==> config.mk <==
export PLATFORM = sky130hd
export DESIGN_NAME = irhmc_ctrl
export DESIGN_NICKNAME = d
export VERILOG_FILES = /design/src/irhmc_pkg.sv /design/src/irhmc_ctrl.sv
export SDC_FILE = /design/constraint.sdc
export NUM_CORES = 1
export LEC_CHECK = 0
export CAP_MARGIN = 20
export CELL_PAD_IN_SITES_DETAIL_PLACEMENT = 2
export CELL_PAD_IN_SITES_GLOBAL_PLACEMENT = 2
export CORE_AREA = 2 2 39 41
export CTS_CLUSTER_SIZE = 25
export DETAILED_ROUTE_END_ITERATION = 8
export DIE_AREA = 0 0 41 43
export DONT_BUFFER_PORTS = 1
export PLACE_DENSITY = 0.36
export RECOVER_POWER = 25
export SLEW_MARGIN = 10
export SYNTH_ARGS = -nofsm -noshare
export SYNTH_HDL_FRONTEND = slang
export SYNTH_SLANG_ARGS = --single-unit
==> constraint.sdc <==
create_clock -name clk -period 1.4 [get_ports clk]
set_input_delay 0.21 -clock clk [delete_from_list [all_inputs] [get_ports clk]]
set_output_delay 0.21 -clock clk [all_outputs]
set_load 0.05 [all_outputs]
==> src/irhmc_pkg.sv <==
// Shared constants, codes and types of the gyro rate history block.
package irhmc_pkg;

    localparam int HISTORY_DEPTH_DEFAULT = 80;

    localparam int STAMP_W = 32;
    localparam int RATE_W  = 17;
    localparam int LIMIT_W = 16;
    localparam int LOOK_W  = 7;
    localparam int REQ_W   = 2;
    localparam int CFG_IDX_W  = 2;
    localparam int CFG_DATA_W = 16;

    localparam logic [REQ_W-1:0] REQ_STORE = 2'd0;
    localparam logic [REQ_W-1:0] REQ_HEAD  = 2'd1;
    localparam logic [REQ_W-1:0] REQ_BODY  = 2'd2;

    localparam logic [CFG_IDX_W-1:0] CFG_HEAD_LIMIT = 2'd0;
    localparam logic [CFG_IDX_W-1:0] CFG_BODY_LIMIT = 2'd1;
    localparam logic [CFG_IDX_W-1:0] CFG_LOOKBACK   = 2'd2;

    typedef struct packed {
        logic [STAMP_W-1:0]       stamp;
        logic signed [RATE_W-1:0] rate_x;
        logic signed [RATE_W-1:0] rate_y;
        logic signed [RATE_W-1:0] rate_z;
    } entry_t;

    typedef struct packed {
        logic store;
        logic start;
        logic scan;
        logic load_out;
    } cmd_t;

    typedef struct packed {
        logic done;
    } status_t;

endpackage

==> src/irhmc_ctrl.sv <==
// Controller: sequences stores, history scans and the result beat.
module irhmc_ctrl
    import irhmc_pkg::*;
(
    input  logic             clk,
    input  logic             rst_n,
    input  logic             req_valid,
    input  logic [REQ_W-1:0] req_type,
    output logic             req_ready,
    output logic             rsp_valid,
    input  logic             rsp_ready,
    input  status_t          status,
    output cmd_t             cmd
);

    typedef enum logic [1:0] {
        S_IDLE,
        S_SCAN,
        S_HOLD
    } state_t;

    state_t state_reg;
    state_t state_next;
    logic   rsp_valid_reg;
    logic   rsp_valid_next;
    logic   is_check;

    assign is_check  = (req_type == REQ_HEAD) || (req_type == REQ_BODY);
    assign req_ready = (state_reg == S_IDLE);
    assign rsp_valid = rsp_valid_reg;

    always_comb
    begin
        cmd.store    = (state_reg == S_IDLE) && req_valid && (req_type == REQ_STORE);
        cmd.start    = (state_reg == S_IDLE) && req_valid && is_check;
        cmd.scan     = (state_reg == S_SCAN);
        cmd.load_out = (state_reg == S_HOLD) && (!rsp_valid_reg || rsp_ready);

        state_next = state_reg;
        case (state_reg)
            S_IDLE:
            begin
                if (cmd.start)
                begin
                    state_next = S_SCAN;
                end
            end
            S_SCAN:
            begin
                if (status.done)
                begin
                    state_next = S_HOLD;
                end
            end
            S_HOLD:
            begin
                if (cmd.load_out)
                begin
                    state_next = S_IDLE;
                end
            end
            default: state_next = S_IDLE;
        endcase

        if (cmd.load_out)
        begin
            rsp_valid_next = 1'b1;
        end
        else if (rsp_ready)
        begin
            rsp_valid_next = 1'b0;
        end
        else
        begin
            rsp_valid_next = rsp_valid_reg;
        end
    end

    always_ff @(posedge clk or negedge rst_n)
    begin
        if (!rst_n)
        begin
            state_reg     <= S_IDLE;
            rsp_valid_reg <= 1'b0;
        end
        else
        begin
            state_reg     <= state_next;
            rsp_valid_reg <= rsp_valid_next;
        end
    end

endmodule

==> key figures <==
Routing
  • Met3 Wirelength: 45 um
  • DRT Wirelength: 476 um
  • Wire length on met2: 248 um
  • Antenna Violating Nets Remaining: 0
  • Via density: 3.927
  • Residual DRC: 0
  • Routed vias: 161
  • Drt pass-1 iters: 3
  • Wirelength per Cell: 11.61 um
  • Wl on met1: 160 um
  • Iteration-0 DRC count of the detailed router: 7
  • Top sig layer: met4

Finish
  • Final core occ: 0.1971
  • Seq. cell area: 75.07 sq um
  • Synth-to-layout area growth: 55.71%
  • Area of the multi-input gates: 103.9 sq um
  • Layout fillers: 165
  • # diodes: 0
  • Largest register FFs: 2
  • Fin nets: 34
  • Fin cells: 41
  • Layout cells sized above 1: 0.4800

Floorplan
  • DIE HEIGHT: 43 um
  • Initial core utilization: 0.1266
  • Top-Level Pins: 13
  • Die W: 41 um
  • Die footprint: 0.001763 sq mm
  • Rows: 14
  • Core area: 0.001384 sq mm

CTS
  • CTS tree: done
  • Clk_lat worst skew: 0.24 ns
  • Clock Pin Slew Worst Setup and Hold Paths: 0.04 ns
  • Clk buf depth: 2
  • TritonCTS Buffers: 3
  • H-tree levels: 1
  • Root buffer cell: clkbuf_4
  • CTS Sinks: 3

Power and ir drop
  • Maximum VDD drop: 0.2359 mV
  • Cell Pwr Density: 1820 mW/mm^2
  • P_leak: 0.0001387 uW

Synth
  • Synth area leader: dfrtp_1
  • Post-synth top cells: dfrtp_1, inv_1, and3_1, nand2b_1
  • Post-synth top flop: dfrtp_1
  • Mapped Cells: 18
  • Ys Warns: 0
  • Ys async rst share: 1.000
  • Synth Register Bits: 3
  • Register area share after synthesis: 0.4286
  • Post-synth top area share: 0.4286
  • Avg Inst Size Synth: 9.732 sq um
  • Syn nets: 26
  • Post-synth EDFFs: 0
  • Netlist cell types: 12
  • Top cells by area, synth: dfrtp_1, and3_1, ha_1, nand2b_1, inv_1
  • Cell Area, Synth: 175.2 sq um

Timing
  • Max-slew violations: 0
  • Final Hold Viols: 0
  • RSZ-0062 raised after global routing: true
  • Setup-failing EPs final: 2
  • Skew final: 0.003944 ns
  • Slew HR: 0.7531
  • Slew @ Worst Pin: 0.3695 ns
  • Fmax: 714.1 MHz
  • Final WS setup: -0.0004259 ns
  • Final Critical Period: 1.400 ns
  • Fin crit share: 1.000

Place
  • DPL Wire Length: 389.8 um
  • Placed cells: 36
  • Input/output buffers: 0
  • Place WS: 0.1640 ns
  • Final Wtd Congestion: 0.5598

Critical path
  • Startpoint Class: flop
  • R2R setup slack: 0.27 ns
  • WS Path Type: flop to primary output
  • Worst EP arrival: 1.19 ns
  • Critical Path RT: 1.19 ns
  • Critical path capture point type: primary output
  • R2R cell count: 3
  • RR Startpoint: state_reg[1]
  • Worst R2R End: state_reg[0]
  • Worst path max stage delay: 0.46 ns
  • Worst-path cell chain: nor2_4 > and3_2
  • Worst path slowest cell: dfrtp_1
  • Critical-path maximum fanout: 3

Global route
  • Global route overflow: 0
  • Vias in the first global route: 175
  • First-pass GRT wire length: 703 um
  • Initial antenna violation count: 0
  • Total track usage: 0.06848
  • Largest net degree at the start of global routing: 4

Outcome
  • Outcome: finished, violations left
  • Failing checks: setup timing

Min path
  • Hold Path Stages: 1
  • HP Class: input pin to flop
  • WHS Endpoint: state_reg[1]
  • Min-delay src: status

Flow run
  • MaxCap Viol Count: 0
## where the power goes
group          internal (uW)  leakage (uW)  switching, uW
clock                    107     0.0000150           47.6
combinational           69.4     0.0000841            149
sequential               103     0.0000396           20.1
## area by class of cell
| class | instances | share of cell area |
|---|---|---|
| clock buffer | 4 | 0.09633 |
| timing repair buffer | 4 | 0.1330 |
| sequential | 3 | 0.2752 |
| inverter | 3 | 0.04128 |
| multi-input combinational | 11 | 0.3807 |
| tap | 16 | 0.07339 |
## worst max-delay path: cells and delay by family (launching register included)
family	cells	cell delay, ns
and+or+nand+nor	2	0.49
DFF	1	0.46
## layout by cell type, fill, tap and decap left out, drive strengths merged
cell         n
clkbuf       4
inv          3
dfrtp        3
buf          3
and3         2
nor2b        2
nand2b       2
nor2         1
nand2        1
a32o         1
o2bb2ai      1
ha           1
dlygate4sd3  1
## worst max path at each step
| stage | startpoint | to | slack, ns | depth (start not counted) |
|---|---|---|---|---|
| finish | state_reg[1] | cmd[3] | -0.0004 | 2 |
| global route | state_reg[1] | cmd[2] | -0.05 | 2 |
| CTS | state_reg[0] | cmd[0] | -0.02 | 3 |
| detailed placement | state_reg[0] | state_reg[0] | 0.16 | 2 |
| global placement | state_reg[1] | state_reg[0] | 0.19 | 2 |
| floorplan | state_reg[0] | cmd[2] | 0.08 | 2 |
## routing by layer
layer,GRT usage,vias up
li1,-,71
met1,0.05844,76
met2,0.09375,12
met3,0.02618,2
met4,0.1000,0
met5,0,-
## repair_timing
item                                    4_1_cts  5_1_grt
endpoints found under the setup margin        2        3
endpoints found under the hold margin         3        0
cloned                                        0        0
resized for setup                             1        3
hold buffers                                  1        0
buffers inserted                              0        0
## cells by family (layout without fill, tap and decap cells)
kind of cell	after synthesis	count (layout)	share of synthesized area
adder cells (fa/ha/maj)	1	1	0.07142
flip-flops	3	3	0.4286
AND/OR/NAND/NOR	8	8	0.2857
buffers and inverters	4	11	0.1072
AO/OA/AOI/OAI	2	2	0.1072
## metrics by stage
stage / hold slack [ns] / area (sq um) / power [uW] / setup TNS (ns)
6_report: 0.1078 / 272.8 / 496.6 / -0.0005251
5_1_grt: 0.1087 / 272.8 / 527.8 / -0.08952
4_1_cts: 0.1048 / 259.0 / 495.2 / -0.01587
3_3_place_gp: -0.08548 / 217.7 / 319.2 / 0
3_5_place_dp: -0.08546 / 217.7 / 322.7 / 0
2_1_floorplan: -0.08559 / 182.7 / 282.2 / 0
No activity file was read; power rests on OpenSTA's default activity.
